`src/rtl/kcc_pkg.sv`:
```
`timescale 1ns / 1ps
`default_nettype none

package kcc_pkg;

    // Fixed key count of the scan word
    localparam int NUM_KEYS = 4;

    // Register widths and reset values
    localparam int LONG_W = 16;
    localparam int WIN_W  = 8;
    localparam int CFG_W  = 16;
    localparam int IDX_W  = 2;

    localparam logic [LONG_W-1:0] LONG_PRESS_RESET = LONG_W'(70);
    localparam logic [WIN_W-1:0]  WINDOW_RESET     = WIN_W'(20);
    localparam logic [LONG_W-1:0] DURATION_MAX     = '1;

    // Stream widths, padded to whole bytes
    localparam int S_DATA_W = ((NUM_KEYS + 7) / 8) * 8;
    localparam int M_DATA_W = ((3 * NUM_KEYS + 7) / 8) * 8;

    // Configuration register indexes
    localparam logic [IDX_W-1:0] CFG_LONG_PRESS_TICKS    = IDX_W'(0);
    localparam logic [IDX_W-1:0] CFG_DOUBLE_CLICK_WINDOW = IDX_W'(1);

    // Per-key press qualifier
    typedef enum logic [1:0] {
        STAGE_IDLE  = 2'd0,
        STAGE_FIRST = 2'd1,
        STAGE_HELD  = 2'd2
    } press_stage_t;

    typedef struct packed {
        logic [LONG_W-1:0] long_press_ticks;
        logic [WIN_W-1:0]  double_click_window;
    } cfg_t;

    typedef struct packed {
        logic single_click;
        logic double_click;
        logic long_held;
    } key_res_t;

endpackage

`default_nettype wire

```
`src/rtl/kcc_key_cell.sv`:
```
`timescale 1ns / 1ps
`default_nettype none

module kcc_key_cell (
    input  wire logic              aclk,
    input  wire logic              aresetn,
    input  wire logic              step_en,
    input  wire logic              pressed,
    input  wire kcc_pkg::cfg_t     cfg,
    output kcc_pkg::key_res_t      res
);

    kcc_pkg::press_stage_t            stage_reg, stage_next;
    logic [kcc_pkg::LONG_W-1:0]       dur_reg, dur_next, dur_mid;
    logic                             win_open_reg, win_open_next;
    logic [kcc_pkg::WIN_W-1:0]        win_cnt_reg, win_cnt_next, win_cnt_inc;
    logic                             long_reg, long_next;
    logic                             short_release;

    assign short_release = (stage_reg == kcc_pkg::STAGE_HELD) && !pressed &&
                           (dur_reg < cfg.long_press_ticks);
    assign win_cnt_inc   = win_cnt_reg + kcc_pkg::WIN_W'(1);

    // Next state of the press qualifier
    always_comb begin
        stage_next = stage_reg;
        if (pressed) begin
            case (stage_reg)
                kcc_pkg::STAGE_IDLE:  stage_next = kcc_pkg::STAGE_FIRST;
                kcc_pkg::STAGE_FIRST: stage_next = kcc_pkg::STAGE_HELD;
                default:              stage_next = stage_reg;
            endcase
        end else if (stage_reg == kcc_pkg::STAGE_HELD) begin
            stage_next = kcc_pkg::STAGE_IDLE;
        end
    end

    // Duration, click window and long level
    always_comb begin
        dur_mid       = dur_reg;
        win_open_next = win_open_reg;
        win_cnt_next  = win_cnt_reg;
        res           = '0;
        if (pressed) begin
            if (stage_reg == kcc_pkg::STAGE_IDLE) begin
                dur_mid = '0;
            end
        end else if (stage_reg == kcc_pkg::STAGE_HELD) begin
            // Toggle the window on a short release
            if (short_release) begin
                win_open_next = !win_open_reg;
                if (!win_open_reg) begin
                    win_cnt_next = '0;
                end else begin
                    res.double_click = 1'b1;
                end
            end
        end else if (win_open_reg) begin
            // Count released ticks, close on timeout
            win_cnt_next = win_cnt_inc;
            if (win_cnt_inc >= cfg.double_click_window) begin
                res.single_click = 1'b1;
                win_open_next    = 1'b0;
            end
        end

        // Saturate the held duration
        dur_next = dur_mid;
        if (stage_next == kcc_pkg::STAGE_HELD && dur_mid != kcc_pkg::DURATION_MAX) begin
            dur_next = dur_mid + kcc_pkg::LONG_W'(1);
        end

        long_next = long_reg;
        if (!pressed) begin
            long_next = 1'b0;
        end else if (dur_next >= cfg.long_press_ticks) begin
            long_next = 1'b1;
        end
        res.long_held = long_next;
    end

    // Advance the key state on each tick
    always_ff @(posedge aclk) begin
        if (!aresetn) begin
            stage_reg    <= kcc_pkg::STAGE_IDLE;
            dur_reg      <= '0;
            win_open_reg <= 1'b0;
            win_cnt_reg  <= '0;
            long_reg     <= 1'b0;
        end else if (step_en) begin
            stage_reg    <= stage_next;
            dur_reg      <= dur_next;
            win_open_reg <= win_open_next;
            win_cnt_reg  <= win_cnt_next;
            long_reg     <= long_next;
        end
    end

endmodule

`default_nettype wire

```
`src/rtl/key_click_classifier_core.sv`:
```
`timescale 1ns / 1ps
`default_nettype none

// Key click classifier: each request on the slave stream carries one scan tick of
// four active-low key levels; every accepted tick yields exactly one result with
// per-key single-click and double-click pulses and the long-held level. A key must
// read pressed on two ticks, not necessarily in a row, to count as held; a release
// shorter than long_press_ticks toggles a double-click window, which declares a single
// click after double_click_window released ticks. Ticks are taken one per cycle while
// the result stream does not stall; each passes the input register, then the per-key
// update logic, which writes the key state and the result register in the same cycle.
// Write the configuration port only while no tick is in flight.

module key_click_classifier_core (
    input  wire logic                         aclk,
    input  wire logic                         aresetn,
    // configuration write port
    input  wire logic                         cfg_we,
    input  wire logic [kcc_pkg::IDX_W-1:0]    cfg_index,
    input  wire logic [kcc_pkg::CFG_W-1:0]    cfg_wdata,
    // input stream
    input  wire logic                         s_axis_tvalid,
    output logic                              s_axis_tready,
    input  wire logic [kcc_pkg::S_DATA_W-1:0] s_axis_tdata,  // [3:0] key_levels
    // result stream
    output logic                              m_axis_tvalid,
    input  wire logic                         m_axis_tready,
    output logic [kcc_pkg::M_DATA_W-1:0]      m_axis_tdata   // [3:0] single_clicks,
                                                             // [7:4] double_clicks,
                                                             // [11:8] long_held
);

    localparam int NK = kcc_pkg::NUM_KEYS;

    kcc_pkg::cfg_t              cfg_reg;
    logic                       in_valid_reg;
    logic [NK-1:0]              levels_reg;
    logic                       out_valid_reg;
    logic [NK-1:0]              single_reg, double_reg, long_reg;
    logic                       step;
    kcc_pkg::key_res_t          key_res [NK];
    logic [NK-1:0]              single_next, double_next, long_next;

    // Advance when a tick is held and the result slot is free or draining
    assign step          = in_valid_reg && (!out_valid_reg || m_axis_tready);
    assign s_axis_tready = !in_valid_reg || step;

    // Configuration registers
    always_ff @(posedge aclk) begin
        if (!aresetn) begin
            cfg_reg.long_press_ticks    <= kcc_pkg::LONG_PRESS_RESET;
            cfg_reg.double_click_window <= kcc_pkg::WINDOW_RESET;
        end else if (cfg_we) begin
            case (cfg_index)
                kcc_pkg::CFG_LONG_PRESS_TICKS:
                    cfg_reg.long_press_ticks <= cfg_wdata[kcc_pkg::LONG_W-1:0];
                kcc_pkg::CFG_DOUBLE_CLICK_WINDOW:
                    cfg_reg.double_click_window <= cfg_wdata[kcc_pkg::WIN_W-1:0];
                default: ;
            endcase
        end
    end

    // Input register
    always_ff @(posedge aclk) begin
        if (!aresetn) begin
            in_valid_reg <= 1'b0;
        end else if (s_axis_tready) begin
            in_valid_reg <= s_axis_tvalid;
        end
    end

    always_ff @(posedge aclk) begin
        if (s_axis_tvalid && s_axis_tready) begin
            levels_reg <= s_axis_tdata[NK-1:0];
        end
    end

    // Per-key cells
    for (genvar k = 0; k < NK; k++) begin : g_key
        kcc_key_cell u_cell (
            .aclk    (aclk),
            .aresetn (aresetn),
            .step_en (step),
            .pressed (!levels_reg[k]),
            .cfg     (cfg_reg),
            .res     (key_res[k])
        );
        assign single_next[k] = key_res[k].single_click;
        assign double_next[k] = key_res[k].double_click;
        assign long_next[k]   = key_res[k].long_held;
    end

    // Result register
    always_ff @(posedge aclk) begin
        if (!aresetn) begin
            out_valid_reg <= 1'b0;
        end else if (step) begin
            out_valid_reg <= 1'b1;
        end else if (m_axis_tready) begin
            out_valid_reg <= 1'b0;
        end
    end

    always_ff @(posedge aclk) begin
        if (step) begin
            single_reg <= single_next;
            double_reg <= double_next;
            long_reg   <= long_next;
        end
    end

    assign m_axis_tvalid = out_valid_reg;
    assign m_axis_tdata  = kcc_pkg::M_DATA_W'({long_reg, double_reg, single_reg});

    // A key never reports two click kinds, nor a click while long-held
    a_click_exclusive: assert property (@(posedge aclk) disable iff (!aresetn)
        m_axis_tvalid |-> ((single_reg & double_reg) == '0))
        else $error("single and double click on one key");

    a_click_not_long: assert property (@(posedge aclk) disable iff (!aresetn)
        m_axis_tvalid |-> ((long_reg & (single_reg | double_reg)) == '0))
        else $error("click reported while key is long-held");

    // A held tick facing a stalled result blocks the input
    a_stall_blocks: assert property (@(posedge aclk) disable iff (!aresetn)
        (in_valid_reg && out_valid_reg && !m_axis_tready) |-> !s_axis_tready)
        else $error("input taken while pipeline is full");

    // No result right after reset
    a_reset_idle: assert property (@(posedge aclk)
        $past(!aresetn) |-> !m_axis_tvalid)
        else $error("result valid after reset");

    // A stepped tick always lands in the result register
    a_step_lands: assert property (@(posedge aclk) disable iff (!aresetn)
        step |=> m_axis_tvalid)
        else $error("processed tick lost");

endmodule

`default_nettype wire

```
`config.mk`:
```
export PLATFORM = sky130hd
export DESIGN_NAME = key_click_classifier_core
export DESIGN_NICKNAME = d
export VERILOG_FILES = /design/src/rtl/kcc_pkg.sv /design/src/rtl/kcc_key_cell.sv /design/src/rtl/key_click_classifier_core.sv
export SDC_FILE = /design/constraint.sdc
export NUM_CORES = 1
export LEC_CHECK = 0
export BUFFER_PORTS_ARGS = -buffer_cell sky130_fd_sc_hd__buf_2
export CELL_PAD_IN_SITES_DETAIL_PLACEMENT = 0
export CELL_PAD_IN_SITES_GLOBAL_PLACEMENT = 1
export CORE_ASPECT_RATIO = 0.6
export CORE_MARGIN = 4
export CORE_UTILIZATION = 30
export CTS_BUF_LIST = sky130_fd_sc_hd__clkbuf_2 sky130_fd_sc_hd__clkbuf_4 sky130_fd_sc_hd__clkbuf_8
export DETAILED_ROUTE_END_ITERATION = 7
export PLACE_DENSITY = 0.59
export SETUP_SLACK_MARGIN = 0.3
export SLEW_MARGIN = 10
export SYNTH_ARGS = -nofsm -noshare
export SYNTH_HDL_FRONTEND = slang
export SYNTH_HIERARCHICAL = 1
export SYNTH_SLANG_ARGS = --single-unit
```
`constraint.sdc`:
```
create_clock -name aclk -period 6.08 [get_ports aclk]
set_clock_uncertainty 0.2 [all_clocks]
set_input_delay 1.216 -clock aclk [delete_from_list [all_inputs] [get_ports aclk]]
set_output_delay 1.216 -clock aclk [all_outputs]
set_load 0.01 [all_outputs]
```
==> flow_summary.ini <==
[worst_hold_path]
hold_end = g_key[3].u_cell/win_cnt_reg[1]
hp-class = reg2reg
holdPathStages = 1
min-delay-start = g_key[3].u_cell/win_cnt_reg[1]

[route]
num_vias = 11870
drcViolationCount = 0
first_iter_violations = 1043
ant_nets = 0
routed_via_density = 5.313
wl_per_cell_um = 19.02
postRouteWirelength_mm = 42.50
dr.pass1.iters = 5

[timing]
grt_setup_unrepaired = false
drv_slew = 0
period_minus_slack_ns = 4.876
timing.slew.headroom = 0.3517
setup_viol = 0
setup_tns_ns = 0
worst_pin_slew_ns = 0.9720
layout_setup_ws_ns = 1.204
final_hold_viol_count = 0
timing.fmax_mhz = 205.1
period_share = 0.8021

[synth]
synth_top_family_by_area = simple AND/OR/NAND/NOR gates
synth-seq-cells = 154
synth_top_area_frac = 0.2071
postSynth.asyncResetShare = 0
synth_compound_area_frac = 0.2159
synth-adder-area-share = 0.1651
avgSynthCellArea_sq_um = 8.080
synthMuxAreaShare = 0.01979
ys_warn_count = 6
syn-cell-area_sq_mm = 0.01334
synth_cell_types = 99
synth_area_leader_cell = dfxtp_1
synth_area_leaders = dfxtp_1, ha_1, nand2_1
ys.flop_type = dfxtp_1
synth_edf_count = 16
synth_seq_area_share = 0.2431
synth_xor_area_frac = 0.05318
synth-simple-area-share = 0.2308
syn_inst = 1651

[global_routing]
grt_pass1_wl_mm = 66.60
antenna_found_initial = 0
grt_usage = 0.1783
grt_max_degree = 89
gr-total-overflow = 0
grt_pass1_vias = 11020

[setup_path]
crit_path_max_fanout = 13
r2r-end = long_reg[0]
path_class = reg2reg
critical_path_arrival_ns = 4.93
end_kind = flop
critPathMostFrequentCell = ha_1
worstPathCellList = inv_1, ha_1, nand2_1, and2_1, ha_1, nand3_2, or4_1, and3_1, a21o_1, nand2_1, ha_1, a211oi_1, nor2_1, a2111oi_0, o31a_1, nor2b_1
crit_slowest_cell = or4_1
slowest_delay_ns = 0.68
r2r_slack_ns = 1.20
crit_required_ns = 6.13
reg2reg_depth = 16
r2r_start = g_key[0].u_cell/stage_reg[0]
start_kind = flop

[floorplanning]
io_pins = 49
die_h_um = 171.3
dieArea_sq_mm = 0.04802
row_count = 59
fp.dieW_um = 280.2
start_util = 0.3058
core_area_sq_mm = 0.04363

[clock_tree]
post-cts-setup-buffer-count = 0
htreeDepth = 4
clock_path_buffers = 2
cts_resized = 0
cts_tree = done
clk_pin_slew_worst_paths_ns = 0.10
clkLatencyLatePin_ns = 0.49
numCtsBuffers = 17
cts_sinks = 154
hold_buffers = 0
cts_root_buffer = clkbuf_8

[placed_design]
place_congestion = 0.8256
place_inst = 2202
place_ws_ns = 1.284
dpl.hpwl_mm = 31.22
port_buffers = 40

[power_and_ir_drop]
swShare = 0.2904
seqPwrFrac = 0.469
p_comb_frac = 0.119
p_leak_nw = 5.760
internal_power_w = 0.001619
p_switching_w = 0.0006629
powerDensity_mw_per_mm2 = 158.3
ir_drop_mv = 0.1364
clkPwrFrac = 0.411

[finish]
antenna_cells = 0
nets = 1849
largest_reg_flops = 64
fin_cells = 2234
drive_above_1_share = 0.08580
area_growth_syn_to_layout_pct = 8.076
final_common_cell = ha_1
layout_common_cells = ha_1, nand2_1, inv_1

[run]
cap_violations = 0

[outcome]
status = finished clean
## area by class of cell
type                       instances  area (sq um)
clock buffer                      19         249.0
clock inverter                    13         200.2
fill                            4572         29210
inverter                         148         555.5
multi-input combinational       1273          9158
sequential                       154          3243
tap                              579         724.4
timing repair buffer              48         287.8
## synth_stat cells (19+ instances only)
cell type and n:
a21oi_1 79, mux2i_1 23, inv_1 145, clkbuf_1 48
nor3_1 23, and2_1 20, a21o_1 24, xnor2_1 43
dfxtp_1 138, a31oi_1 31, nand3_1 89, o211ai_1 20
nor2b_1 24, nand4_1 49, nand2_1 172, ha_1 176
o21ai_0 89, nor2_1 81, nand2b_1 19, xor2_1 38
## cells by family (layout without fill, tap and decap cells)
family	count (synthesis)	after routing
simple gates	582	582
compound gates	404	404
buf+inv	227	228
fa+ha+maj	176	176
flops	154	154
xor+xnor	81	81
mux	26	26
other cells	1	4
## through the flow
step	hold WS (ns)	utilization	total power [W]	cell area [sq um]
6_report	0.2981	0.3305	0.002282	14420
5_1_grt	0.3225	0.3305	0.002394	14420
4_1_cts	0.2994	0.3305	0.002324	14420
3_5_place_dp	0.2741	0.3202	0.001366	13970
3_3_place_gp	0.2661	0.3202	0.001363	13970
2_1_floorplan	0.2487	-	0.001264	13350
## worst max-delay path by stage
stage                                      start           to  slack (ns)
floorplan           g_key[0].u_cell/stage_reg[0]  long_reg[0]        1.68
global placement    g_key[0].u_cell/stage_reg[0]  long_reg[0]        1.37
detailed placement  g_key[0].u_cell/stage_reg[0]  long_reg[0]        1.28
CTS                 g_key[0].u_cell/stage_reg[0]  long_reg[0]        1.25
global route        g_key[0].u_cell/stage_reg[0]  long_reg[0]        0.91
finish              g_key[0].u_cell/stage_reg[0]  long_reg[0]        1.20
## routing by layer
metal | up-vias | wire length, um | track usage
li1 | 5961 | - | -
met1 | 5638 | 23910 | 0.2884
met2 | 253 | 16240 | 0.2441
met3 | 17 | 2020 | 0.02917
met4 | 0 | 325 | 0.03126
met5 | - | 0 | 0
## critical path: cells and delay by family, from the launching register on
family                     cells  cell delay, ns
and+or+nand+nor                8            2.08
DFF                            1            0.38
adders and majority gates      3            0.82
buffers and inverters          1            0.08
AOI/OAI and AO/OA              4            1.07
## power groups by stage
stage / Sequential, W / Combinational, W / Clock, W
6_report: 0.00107 / 0.000272 / 0.000939
5_1_grt: 0.00107 / 0.000305 / 0.00101
4_1_cts: 0.00107 / 0.000272 / 0.000980
3_5_place_dp: 0.00110 / 0.000271 / 0
3_3_place_gp: 0.00110 / 0.000268 / 0
2_1_floorplan: 0.00108 / 0.000185 / 0
Power figures use the tool's default switching activity.
